### src/rtl/core/cpds_pkg.sv
`timescale 1ns / 1ps
// ----------------------------------------------------------------------------
// Core power domain sequencer package
// Shared constants, control bit positions and the result record.
// ----------------------------------------------------------------------------
package cpds_pkg;

    localparam int NUM_CORES  = 4;
    localparam int SLOTS      = 4;
    localparam int LIVE_CORES = (NUM_CORES < SLOTS) ? NUM_CORES : SLOTS;

    localparam int CORE_W  = 2;
    localparam int COUNT_W = 16;
    localparam int SETTLE_W = 8;

    localparam int B_RST_B    = 0;
    localparam int B_ISO      = 1;
    localparam int B_ON       = 2;
    localparam int B_ON2      = 3;
    localparam int B_CLKDIS   = 4;
    localparam int B_CKISO    = 5;
    localparam int B_ISOINT_B = 6;
    localparam int B_L1PDN    = 7;

    localparam logic [7:0] CTRL_RESET = 8'hB2;

    localparam logic [15:0] TIMEOUT_RESET = 16'd10000;
    localparam logic [7:0]  SETTLE_RESET  = 8'd1;

    localparam logic REG_TIMEOUT = 1'b0;
    localparam logic REG_SETTLE  = 1'b1;

    localparam logic [2:0] OUT_NONE     = 3'd0;
    localparam logic [2:0] OUT_DONE     = 3'd1;
    localparam logic [2:0] OUT_BAD_CORE = 3'd2;
    localparam logic [2:0] OUT_ACK1_TO  = 3'd3;
    localparam logic [2:0] OUT_ACK2_TO  = 3'd4;
    localparam logic [2:0] OUT_L1_TO    = 3'd5;

    typedef struct packed {
        logic [31:0]       control_word;
        logic              busy_res;
        logic [CORE_W-1:0] active_core;
        logic [2:0]        outcome;
    } res_t;

endpackage

### src/rtl/core/cpds_seq.sv
`timescale 1ns / 1ps
// ----------------------------------------------------------------------------
// Core power domain sequencer state
// Holds the setup registers, phase, wait counter and per-core control bits,
// and forms the result of the current request.
// ----------------------------------------------------------------------------
module cpds_seq
    import cpds_pkg::*;
(
    input  logic                clk,
    input  logic                rst_n,
    input  logic                cfg_we,
    input  logic                cfg_index,
    input  logic [15:0]         cfg_data,
    input  logic                step,
    input  logic                mode,
    input  logic [7:0]          core,
    input  logic [3:0]          first_ack,
    input  logic [3:0]          second_ack,
    input  logic [3:0]          l1_ack,
    output res_t                result
);

    typedef enum logic [2:0] {
        PH_IDLE,
        PH_SETTLE1,
        PH_ACK1,
        PH_ACK2,
        PH_L1,
        PH_SETTLE2
    } phase_t;

    phase_t              phase_reg, phase_next;
    logic [CORE_W-1:0]   current_core_reg, current_core_next;
    logic [COUNT_W-1:0]  wait_count_reg, wait_count_next;
    logic [7:0]          ctrl_reg [SLOTS];
    logic [7:0]          ctrl_next [SLOTS];
    logic [15:0]         timeout_reg;
    logic [7:0]          settle_reg;

    logic [COUNT_W-1:0]  count_inc;
    logic [COUNT_W-1:0]  timeout_lim;
    logic [COUNT_W-1:0]  settle_lim;
    logic                expired;
    logic                settled;
    logic [7:0]          cur_bits;
    logic [2:0]          outcome;

    assign count_inc   = wait_count_reg + 16'd1;
    assign timeout_lim = (timeout_reg == 16'd0) ? 16'd1 : timeout_reg;
    assign settle_lim  = (settle_reg == 8'd0) ? 16'd1 : {8'd0, settle_reg};
    assign expired     = count_inc >= timeout_lim;
    assign settled     = count_inc >= settle_lim;
    assign cur_bits    = ctrl_reg[current_core_reg];

    always_comb
    begin
        phase_next        = phase_reg;
        current_core_next = current_core_reg;
        wait_count_next   = wait_count_reg;
        outcome           = OUT_NONE;
        for (int i = 0; i < SLOTS; i++)
        begin
            ctrl_next[i] = ctrl_reg[i];
        end

        unique case (phase_reg)
            PH_IDLE:
            begin
                if (mode)
                begin
                    if (core >= 8'(LIVE_CORES))
                    begin
                        outcome = OUT_BAD_CORE;
                    end
                    else
                    begin
                        current_core_next = core[CORE_W-1:0];
                        ctrl_next[core[CORE_W-1:0]][B_ON] = 1'b1;
                        wait_count_next = '0;
                        phase_next = PH_SETTLE1;
                    end
                end
            end
            PH_SETTLE1:
            begin
                wait_count_next = count_inc;
                if (settled)
                begin
                    ctrl_next[current_core_reg] = cur_bits | (8'd1 << B_ON2);
                    wait_count_next = '0;
                    phase_next = PH_ACK1;
                end
            end
            PH_ACK1:
            begin
                if (first_ack[current_core_reg])
                begin
                    wait_count_next = '0;
                    phase_next = PH_ACK2;
                end
                else
                begin
                    wait_count_next = count_inc;
                    if (expired)
                    begin
                        outcome = OUT_ACK1_TO;
                        wait_count_next = '0;
                        phase_next = PH_IDLE;
                    end
                end
            end
            PH_ACK2:
            begin
                if (second_ack[current_core_reg])
                begin
                    ctrl_next[current_core_reg] =
                        cur_bits & ~((8'd1 << B_ISO) | (8'd1 << B_L1PDN));
                    wait_count_next = '0;
                    phase_next = PH_L1;
                end
                else
                begin
                    wait_count_next = count_inc;
                    if (expired)
                    begin
                        outcome = OUT_ACK2_TO;
                        wait_count_next = '0;
                        phase_next = PH_IDLE;
                    end
                end
            end
            PH_L1:
            begin
                if (!l1_ack[current_core_reg])
                begin
                    wait_count_next = '0;
                    phase_next = PH_SETTLE2;
                end
                else
                begin
                    wait_count_next = count_inc;
                    if (expired)
                    begin
                        outcome = OUT_L1_TO;
                        wait_count_next = '0;
                        phase_next = PH_IDLE;
                    end
                end
            end
            PH_SETTLE2:
            begin
                wait_count_next = count_inc;
                if (settled)
                begin
                    ctrl_next[current_core_reg] =
                        (cur_bits | (8'd1 << B_ISOINT_B) | (8'd1 << B_RST_B))
                        & ~((8'd1 << B_CKISO) | (8'd1 << B_CLKDIS));
                    outcome = OUT_DONE;
                    wait_count_next = '0;
                    phase_next = PH_IDLE;
                end
            end
            default:
            begin
                phase_next = PH_IDLE;
                wait_count_next = '0;
            end
        endcase
    end

    always_comb
    begin
        for (int i = 0; i < SLOTS; i++)
        begin
            result.control_word[8*i +: 8] = ctrl_next[i];
        end
        result.busy_res    = phase_next != PH_IDLE;
        result.active_core = current_core_next;
        result.outcome     = outcome;
    end

    always_ff @(posedge clk or negedge rst_n)
    begin
        if (!rst_n)
        begin
            phase_reg        <= PH_IDLE;
            current_core_reg <= '0;
            wait_count_reg   <= '0;
            timeout_reg      <= TIMEOUT_RESET;
            settle_reg       <= SETTLE_RESET;
            for (int i = 0; i < SLOTS; i++)
            begin
                ctrl_reg[i] <= CTRL_RESET;
            end
        end
        else
        begin
            if (cfg_we)
            begin
                if (cfg_index == REG_TIMEOUT)
                begin
                    timeout_reg <= cfg_data;
                end
                else
                begin
                    settle_reg <= cfg_data[SETTLE_W-1:0];
                end
            end
            if (step)
            begin
                phase_reg        <= phase_next;
                current_core_reg <= current_core_next;
                wait_count_reg   <= wait_count_next;
                for (int i = 0; i < SLOTS; i++)
                begin
                    ctrl_reg[i] <= ctrl_next[i];
                end
            end
        end
    end

    assert property (@(posedge clk) disable iff (!rst_n)
        (phase_reg != PH_IDLE) |-> ({1'b0, current_core_reg} < (CORE_W+1)'(LIVE_CORES)))
        else $error("busy on a core beyond the table");

    assert property (@(posedge clk) disable iff (!rst_n)
        (step && phase_reg == PH_IDLE && !mode) |=> (phase_reg == PH_IDLE))
        else $error("sequence started without a request");

    assert property (@(posedge clk) disable iff (!rst_n)
        (step && result.outcome == OUT_DONE) |-> (phase_reg == PH_SETTLE2))
        else $error("done reported outside final settle");

endmodule

### src/rtl/core/cpds_out.sv
`timescale 1ns / 1ps
// ----------------------------------------------------------------------------
// Core power domain sequencer result buffer
// Output register with a skid entry so a request is taken while a result
// waits downstream.
// ----------------------------------------------------------------------------
module cpds_out
    import cpds_pkg::*;
(
    input  logic  clk,
    input  logic  rst_n,
    input  logic  push,
    input  res_t  push_data,
    output logic  full,
    input  logic  out_stall,
    output logic  out_valid,
    output res_t  out_data
);

    logic main_valid_reg, main_valid_next;
    logic skid_valid_reg, skid_valid_next;
    res_t main_reg, main_next;
    res_t skid_reg, skid_next;
    logic take;

    assign take      = main_valid_reg && !out_stall;
    assign full      = skid_valid_reg;
    assign out_valid = main_valid_reg;
    assign out_data  = main_reg;

    always_comb
    begin
        main_valid_next = main_valid_reg;
        skid_valid_next = skid_valid_reg;
        main_next       = main_reg;
        skid_next       = skid_reg;
        if (push)
        begin
            if (!main_valid_reg || take)
            begin
                main_next       = push_data;
                main_valid_next = 1'b1;
            end
            else
            begin
                skid_next       = push_data;
                skid_valid_next = 1'b1;
            end
        end
        else if (take)
        begin
            main_next       = skid_reg;
            main_valid_next = skid_valid_reg;
            skid_valid_next = 1'b0;
        end
    end

    always_ff @(posedge clk or negedge rst_n)
    begin
        if (!rst_n)
        begin
            main_valid_reg <= 1'b0;
            skid_valid_reg <= 1'b0;
        end
        else
        begin
            main_valid_reg <= main_valid_next;
            skid_valid_reg <= skid_valid_next;
        end
    end

    always_ff @(posedge clk)
    begin
        main_reg <= main_next;
        skid_reg <= skid_next;
    end

    assert property (@(posedge clk) disable iff (!rst_n)
        skid_valid_reg |-> main_valid_reg)
        else $error("skid entry held with empty output register");

    assert property (@(posedge clk) disable iff (!rst_n)
        (skid_valid_reg && !out_stall) |=> (main_valid_reg && !skid_valid_reg))
        else $error("skid entry not advanced");

endmodule

### src/rtl/core/core_power_domain_sequencer.sv
`timescale 1ns / 1ps
// ----------------------------------------------------------------------------
// Core power domain sequencer
// Steps the power-up order of one core per tick and reports control bits.
// ----------------------------------------------------------------------------
// One request is one tick and yields one result, which is registered in the
// output buffer. A request is taken every cycle while in_stall is low;
// in_stall rises only when two results are held because the output side
// stalls. Setup registers: index 0 timeout_ticks, index 1 settle_ticks,
// written at any time with cfg_ready always high.
module core_power_domain_sequencer
    import cpds_pkg::*;
(
    input  logic                clk,
    input  logic                rst_n,
    input  logic                cfg_valid,
    output logic                cfg_ready,
    input  logic                cfg_index,
    input  logic [15:0]         cfg_data,
    input  logic                in_valid,
    output logic                in_stall,
    input  logic                mode,
    input  logic [7:0]          core,
    input  logic [3:0]          first_ack,
    input  logic [3:0]          second_ack,
    input  logic [3:0]          l1_ack,
    output logic                out_valid,
    input  logic                out_stall,
    output logic [31:0]         control_word,
    output logic                busy_res,
    output logic [CORE_W-1:0]   active_core,
    output logic [2:0]          outcome
);

    logic full;
    logic step;
    res_t step_res;
    res_t out_res;

    assign cfg_ready = 1'b1;
    assign in_stall  = full;
    assign step      = in_valid && !full;

    cpds_seq u_seq (
        .clk        (clk),
        .rst_n      (rst_n),
        .cfg_we     (cfg_valid && cfg_ready),
        .cfg_index  (cfg_index),
        .cfg_data   (cfg_data),
        .step       (step),
        .mode       (mode),
        .core       (core),
        .first_ack  (first_ack),
        .second_ack (second_ack),
        .l1_ack     (l1_ack),
        .result     (step_res)
    );

    cpds_out u_out (
        .clk        (clk),
        .rst_n      (rst_n),
        .push       (step),
        .push_data  (step_res),
        .full       (full),
        .out_stall  (out_stall),
        .out_valid  (out_valid),
        .out_data   (out_res)
    );

    assign control_word = out_res.control_word;
    assign busy_res     = out_res.busy_res;
    assign active_core  = out_res.active_core;
    assign outcome      = out_res.outcome;

endmodule

### config.mk
export PLATFORM = sky130hd
export DESIGN_NAME = core_power_domain_sequencer
export DESIGN_NICKNAME = d
export VERILOG_FILES = /design/src/rtl/core/cpds_pkg.sv /design/src/rtl/core/cpds_seq.sv /design/src/rtl/core/cpds_out.sv /design/src/rtl/core/core_power_domain_sequencer.sv
export SDC_FILE = /design/constraint.sdc
export NUM_CORES = 1
export LEC_CHECK = 0
export BUFFER_PORTS_ARGS = -buffer_cell sky130_fd_sc_hd__buf_2
export CAP_MARGIN = 20
export CORE_AREA = 10 10 162 164
export DETAILED_ROUTE_END_ITERATION = 6
export DIE_AREA = 0 0 172 174
export PLACE_DENSITY_LB_ADDON = 0.12
export REMOVE_ABC_BUFFERS = 1
export SLEW_MARGIN = 40
export SYNTH_ARGS = -nofsm -noshare
export SYNTH_HDL_FRONTEND = slang
export SYNTH_SLANG_ARGS = --single-unit
### constraint.sdc
create_clock -name clk -period 8.2 [get_ports clk]
set_clock_uncertainty 0.15 [all_clocks]
set_input_delay 0.41 -clock clk [delete_from_list [all_inputs] [get_ports clk]]
set_output_delay 0.41 -clock clk [all_outputs]
set_load 0.01 [all_outputs]
**Word level (Yosys, flattened, before mapping)**

Index checks and enable logic that the tools add are counted.

- Latch bits: 0
- Bits in writable memories: 0
- Bits in read-only memories: 0
- Register bits: 155
- Memories kept: 0
- Output and inout bits: 41
- Bits of input ports: 43

- Div/mod/pow operators: 0
- Magnitude comparators: 8
- $add $sub $neg: 1
- Shift operators: 0
- Reductions and logical operators: 20
- Muxes and demuxes: 63
- Equality and inequality tests: 9
- Bitwise operators: 5
- $mul: 0

Operators by type and width:

| kind | number |
|---|---|
| 2-to-1 mux 32 bit | 5 |
| 2-to-1 mux 16 bit | 8 |
| case mux 32 bit (4 select lines) | 1 |
| 2-to-1 mux 38 bit | 3 |
| bitwise mux 32 bit | 3 |
| case mux 16 bit (5 select lines) | 1 |
| 2-to-1 mux 3 bit | 15 |
| demux 8 bit (select 2 bit) | 2 |
| >= comparator 16 bit | 2 |
| 2-to-1 mux 8 bit | 4 |
| bitwise OR 32 bit | 1 |
| case mux 3 bit (6 select lines) | 1 |
| adder 16 x 1 -> 16 bit, second input constant | 1 |
| binary-select mux 8 bit (select 2 bit) | 1 |
| logical NOT 16 bit | 1 |
| case mux 3 bit (5 select lines) | 1 |
| 2-to-1 mux 1 bit | 10 |
| 2-to-1 mux 2 bit | 5 |
| AND reduction 2 bit | 5 |
| >= comparator 8 x 3 -> 1 bit, second input constant | 1 |
| logical NOT 8 bit | 1 |
| binary-select mux 1 bit (select 2 bit) | 3 |
| equality test 3 x 2 -> 1 bit, second input constant | 2 |
| equality test 3 bit, second input constant | 2 |
| 16 further kinds | 27 |

**Longest topological paths before layout**

Gate-level depths: netlist of run 1.

- Word-level depth: 11
- Mapped depth: 15
- Gate-level depth less buffers: 14

**Modules after synthesis**

From an unflattened synthesis of run 1, not the netlist that was laid out.

- Cells, all modules: 706
- Area, all modules: 8300.5 um^2

Modules (own cells, without submodules):

| module | cells an instance | area each (um^2) | instances |
|---|---|---|---|
| cpds_seq | 573 | 5246.3 | 1 |
| cpds_out | 130 | 3029.2 | 1 |
| core_power_domain_sequencer | 3 | 25.0 | 1 |

**Worst setup path after synthesis of run 1**

No wires, ideal clock.

- Path type: register to register
- Start point: register u_out.skid_valid_reg (netlist: u_out.full)
- End point: register u_out.main_reg, in the netlist u_out.out_data[0] (enable)
- Required time: 7.600 ns
- Arrival: 2.951 ns
- Setup time: 0.450 ns
- Cell stages (with the launch flop): 5
- Clock period less this slack: 3.551 ns
- Setup slack: 4.649 ns
- Cells stage by stage: dfrtp_1 > nand2b_1 > clkbuf_1 > clkbuf_1 > mux2i_1

- Cells in the longest elaborated chain, start to end: 4
- Elaborated cells on any way between the ends: 5
- Those cells by class: eq/ne: 1; reduce/logical: 4

RTL lines:

| item | line | RTL |
|---|---|---|
| from (decl) | cpds_out.sv:21 | `logic skid_valid_reg, skid_valid_next;` |
| from (signal assigned) | cpds_out.sv:68 | `skid_valid_reg <= skid_valid_next;` |
| logical NOT 1 bit (*) | core_power_domain_sequencer.sv:42 | `assign step = in_valid && !full;` |
| logical AND 1 bit (*) | core_power_domain_sequencer.sv:42 |  |
| inequality test 2 x 1 -> 1 bit (no source line) / nonzero test 2 bit (equally long branches) | -- |  |
| AND reduction 2 bit (no source line) (*) | -- |  |
| to (signal assigned) | cpds_out.sv:74 | `main_reg <= main_next;` |
| to (decl) | cpds_out.sv:22 | `res_t main_reg, main_next;` |

Mark *: on every way between the ends. The rest lies on a longest branch, timed or not.
A chain may end at the register's enable or synchronous reset.

==> results of run 1 <==
[area by class of cell]
type                            instances  area, µm²  area share, %
Inverter                               45        169           1.92
Clock buffer                           17        425           4.84
Timing Repair Buffer                   87        453           5.15
Tap cell                              290        363           4.12
Sequential cell                       155       4290           48.7
Clock inverter                         15        184           2.09
Multi-Input combinational cell        434       2920           33.2
[worst register-to-register path: cells and delay by family (launching register included)]
| kind | cells | cell delay (ps) |
|---|---|---|
| AND/OR/NAND/NOR | 5 | 920 |
| flip-flops | 1 | 470 |
| adder cells (fa/ha/maj) | 1 | 300 |
| AO/OA/AOI/OAI | 5 | 1650 |
| XOR/XNOR | 1 | 160 |
| buffers and inverters | 1 | 70 |
[power by group]
part | internal (W) | switching, W | total [W]
Combinational | 0.000284 | 0.000445 | 0.000730
Sequential | 0.00101 | 0.000125 | 0.00113
Clock | 0.000485 | 0.000330 | 0.000815
Total | 0.00178 | 0.000900 | 0.00268
[layout by cell type (no fill, tap or decap), drive strengths merged, types with 6 or more instances in the layout]
cell    Yosys  final
xnor2       6      6
clkbuf     15     17
a21o        9      9
nor3       12     12
nor2b      16     16
ha         25     25
nor2       37     37
or2         7      7
a21oi      23     23
inv        45     52
and3       11     11
nand2b     17     17
nand2      84     84
dfrtp      57     57
o21ai      43     43
nand3      21     21
buf        10     86
dfstp      22     22
nor4        7      7
mux2i       6      6
edfxtp     76     76
and2       19     19
mux2       25     25
a21boi      7      7
[path summary, 6_finish.rpt]
path,from,endpoint
worst max-delay path,u_seq.wait_count_reg[0]$_DFFE_PN0P_,u_out.out_data[5]$_DFFE_PP_
worst min-delay path,cfg_data[14],u_seq.timeout_reg[14]$_DFFE_PN0P_
worst max register to register,u_seq.wait_count_reg[0]$_DFFE_PN0P_,u_out.out_data[5]$_DFFE_PP_
worst min register to register,u_seq.ctrl_reg[19]$_DFFE_PN0P_,u_seq.ctrl_reg[19]$_DFFE_PN0P_
max in group asynchronous,rst_n,u_seq.phase_reg[0]$_DFFE_PN0P_
min in group asynchronous,rst_n,u_seq.settle_reg[3]$_DFFE_PN0P_
[metal layers]
| layer | wire length, µm | track usage [%] |
|---|---|---|
| met2 | 8830 | 20.0 |
| met1 | 7900 | 15.1 |
| met5 | 0 | 0 |
| met3 | 772 | 2.85 |
| met4 | 223 | 4.17 |
[kinds of logic after synthesis]
family                   synth area share (%)
AND/OR/NAND/NOR                          16.9
flip-flops                               57.5
AO/OA/AOI/OAI                            10.7
multiplexers                             5.59
XOR/XNOR                                 1.17
other                                  0.0503
adder cells (fa/ha/maj)                  4.19
buffers and inverters                    3.86
[per-stage QoR]
stage	instance area, µm²	hold slack (ps)	std cells
after global routing	8800	59.4	1043
after floorplan	7340	-35.6	634
after global placement	8170	237	1010
after CTS	8800	36.0	1043
final	8800	57.4	1043
after detailed placement	8180	236	1010
[what timing repair did]
item | CTS | global route
hold endpoints to repair | 29 | 0
hold buffers | 1 | 0
setup endpoints to repair | 0 | 0
==> flow_metrics.tcl, run 1 <==
set metrics [dict create \
    power.density_nw_per_um2 304 \
    grt_pass1_vias 5362 \
    max_slew.worst_pin.slew_ps 767 \
    synth_most_common_cell "nand2_1" \
    ys_warn_count 0 \
    crit_family "compound AO/OA/AOI/OAI gates" \
    initial_core_util_pct 32.3 \
    track_usage_pct 12.1 \
    final_util_pct 38.0 \
    cts_tree "done" \
    crit_buf_inv 1 \
    wl_um 17700 \
    slew_viol_final 0 \
    fmax_ghz 0.250 \
    setup_slack_ps 4200 \
    chipWidth_um 172 \
    io-pin-count 84 \
    diodes 0 \
    path_clk_slew_ps 60 \
    postCtsSetupRepairBufs 0 \
    wl_per_cell_um 17.0 \
    clock-root-buffer "clkbuf_16" \
    cts_buffers 17 \
    antenna_found_initial 0 \
    hold_class "input pin to flop" \
    overflow 0 \
    finalSetupTns_ps 0 \
    fp.dieArea_um2 29900 \
    path_max_fanout 8 \
    r2r_cells 13 \
    fin_crit_ps 4000 \
    grt_pass1_wl_um 28600 \
    area_growth_pct 18.0 \
    power.leakage_nw 3.90 \
    synth-edff-count 76 \
    clk_latency_ps 420 \
    syn_area_um2 7460 \
    synthTopCellsByArea "edfxtp_1 31%, dfrtp_1 19%, dfstp_2 7.8%" \
    status "finished, final reports clean" \
    startpoint_type "flop" \
    total_power_w 0.00268 \
    nNetsFinal 808 \
    critPathArrivalTime_ps 3980 \
    ys_seq_area_share_pct 57.5 \
    crit_type "flop to flop" \
    path_cells "nand4_1, nor2_1, nand2_1, nor2_1, xnor2_1, inv_1, ha_1, o2111a_1, nand2_1, o21ai_1, o221ai_1, a2111oi_0, a31oi_1" \
    pre_cts_ws_ps 4270 \
    r2r_slack_ps 4200 \
    portBuffers 82 \
    synth_top_area_share_pct 30.6 \
    yosys.area.top_type "edfxtp_1" \
    cts_resized 0 \
    final_antenna_net_count 0 \
    setup_viol 0 \
    synthTopCellsByCount "84 x nand2_1, 76 x edfxtp_1, 57 x dfrtp_1" \
    synthFlopType "edfxtp_1" \
    finalCritPeriodShare_pct 48.8 \
    hpwl_um 12500 \
    ys_async_sr_fraction_pct 51.0 \
    hold_viol_final 0 \
    critPathCaptureType "flop" \
    vias 5147 \
    avgSynthCellArea_um2 11.3 \
    final.fill_count 2296 \
    max_cap_viol_count 0 \
    grt_max_degree 57 \
    cpPeakStageDelay_ps 580 \
    clk_path_buf_depth 2 \
    ys_types 64 \
    ctsHtreeMaxLevel 4 \
    critical_path_depth 13 \
    drc 0 \
    synthesis.instances 659 \
    fp-row-count 56 \
    cp.required_ps 8180 \
    core_um2 23100 \
    drive_gt1_share_pct 25.1 \
    cts.sinks 155 \
    ys_seq_elements 155 \
    critPathSlowestCell "a2111oi_0" \
    rsz0062_at_grt "no" \
    viasPerCell 4.93 \
    first_pass_iters 5 \
    die_y_um 174 \
    slew_headroom_pct 48.9 \
    vdd_drop_max_mv 0.128 \
    place.gp.congestion 0.864 \
    drt_iter0_drc 360 \
    hold_depth 3 \
]
Note: power is estimated with default switching activity, not from simulation.
==> run 2: changes to the inputs <==
==> constraint.sdc (replaced) <==
create_clock -name clk -period 4.1 [get_ports clk]
set_clock_uncertainty 0.15 [all_clocks]
set_input_delay 0.205 -clock clk [delete_from_list [all_inputs] [get_ports clk]]
set_output_delay 0.205 -clock clk [all_outputs]
set_load 0.01 [all_outputs]
==> run 2 against run 1 <==
Against the previous run:
- die area did not move
- critical path depth decreased by 1
- register-to-register slack worse by 3900 ps
- first-iteration DRC count fell by 16%
- clock-buffer cell count grew 4
- critical path type unchanged
==> flow_metrics.tcl, run 2 (same netlist as run 1, synthesis figures left out) <==
set metrics [dict create \
    cts.sinks 155 \
    overflow 0 \
    area_growth_pct 20.8 \
    grt_busiest_layer "met2" \
    vias 5212 \
    grt_pass1_wl_um 29000 \
    power.density_nw_per_um2 582 \
    vdd_drop_max_mv 0.274 \
    hold_viol_final 0 \
    power.leakage_nw 3.98 \
    viasPerCell 4.87 \
    slew_headroom_pct 54.1 \
    max_cap_viol_count 0 \
    ctsHtreeMaxLevel 4 \
    clk_path_buf_depth 2 \
    core_um2 23100 \
    fin_crit_ps 3810 \
    fp.dieArea_um2 29900 \
    path_clk_slew_ps 70 \
    total_power_w 0.00524 \
    drc 0 \
    final_area_um2 9010 \
    slew_viol_final 0 \
    final_antenna_net_count 0 \
    finalCritPeriodShare_pct 93.0 \
    grt_max_degree 42 \
    critPathCaptureType "flop" \
    drt_iter0_drc 301 \
    antenna_found_initial 0 \
    placed_area_um2 8230 \
    final_cell_mix "84 x nand2_1, 81 x buf_2, 76 x edfxtp_1, 57 x dfrtp_1, 45 x inv_1" \
    diodes 0 \
    cp.required_ps 4120 \
    place.gp.congestion 0.868 \
    portBuffers 82 \
    clk_latency_ps 430 \
    initial_core_util_pct 32.3 \
    finalSetupTns_ps 0 \
    met3_usage_pct 3.35 \
    critPathArrivalTime_ps 3830 \
    drive_gt1_share_pct 25.0 \
    cts_buffers 17 \
    hold_class "input pin to flop" \
    rsz0062_at_grt "no" \
    final.fill_count 2238 \
    startpoint_type "flop" \
    fmax_ghz 0.262 \
    cts_tree "done" \
    grt_util_met2_pct 20.4 \
    wl_um 17700 \
    status "finished, final reports clean" \
    holdWs_ps 22.7 \
    hpwl_um 12700 \
    die_y_um 174 \
    nNetsFinal 836 \
    setup_viol 0 \
    final_util_pct 39.0 \
    io-pin-count 84 \
    clock-root-buffer "clkbuf_16" \
    max_slew.worst_pin.slew_ps 688 \
    track_usage_pct 12.3 \
    chipWidth_um 172 \
    path_max_fanout 13 \
    first_pass_iters 5 \
    final_common_cell "nand2_1" \
    grt_pass1_vias 5483 \
    fp-row-count 56 \
    use_met1_pct 14.8 \
    crit_type "flop to flop" \
    wl_per_cell_um 16.5 \
]
==> run 2: stage by stage <==
step	std cells	setup slack (ps)
after global routing	1071	4.46
after CTS	1071	248
after detailed placement	1017	267
after global placement	1017	370
final	1071	286
after floorplan	634	-89.0
==> run 2: critical path: stages (launching register included) <==
cell and delay [ps]:
dfrtp_1 460, ha_1 280, and3_1 240, and3_1 200
xnor2_1 190, inv_1 90, ha_1 310, a21o_1 120
a21oi_1 80, and3_4 210, a311oi_4 650, and4_1 460
nor3_1 100
==> run 2: area by class of cell <==
cell class	instances	area (µm²)	area share [%]
sequential	155	4290	47.6
multi-input combinational	434	2930	32.5
timing repair buffer	115	716	7.95
clock buffer	21	460	5.11
tap	290	363	4.03
inverter	45	169	1.88
clock inverter	11	87.6	0.972
==> run 2: report_power, final <==
part	switching [W]	internal, W	leakage, nW
Sequential	0.000211	0.00201	1.70
Combinational	0.000943	0.000612	2.03
Clock	0.000649	0.000813	0.257
Total	0.00180	0.00344	3.98
==> run 2: final timing paths <==
kind                                                           from                          endpoint  slack, ps  cells after the start
worst max-delay path            u_seq.wait_count_reg[0]$_DFFE_PN0P_      u_out.out_data[34]$_DFFE_PP_        290                     12
worst min-delay path                                      cfg_index  u_seq.timeout_reg[4]$_DFFE_PN1P_         20                      4
worst max register to register  u_seq.wait_count_reg[0]$_DFFE_PN0P_      u_out.out_data[34]$_DFFE_PP_        290                     12
worst min register to register       u_seq.ctrl_reg[27]$_DFFE_PN0P_    u_seq.ctrl_reg[27]$_DFFE_PN0P_        310                      1
max in group asynchronous                                     rst_n    u_seq.ctrl_reg[23]$_DFFE_PN1P_       2670                      3
min in group asynchronous                                     rst_n  u_seq.timeout_reg[0]$_DFFE_PN0P_        170                      2
==> run 2: metal layers <==
layer,wire length [µm],vias up
li1,-,2558
met3,846,27
met2,8670,91
met4,357,0
met1,7850,2536
met5,0,-
==> run 2: repair_timing <==
action	CTS	global route
setup endpoints to repair	0	3
buffers inserted	0	0
endpoints found under the hold margin	70	0
hold buffers	22	0
resized for setup	0	2
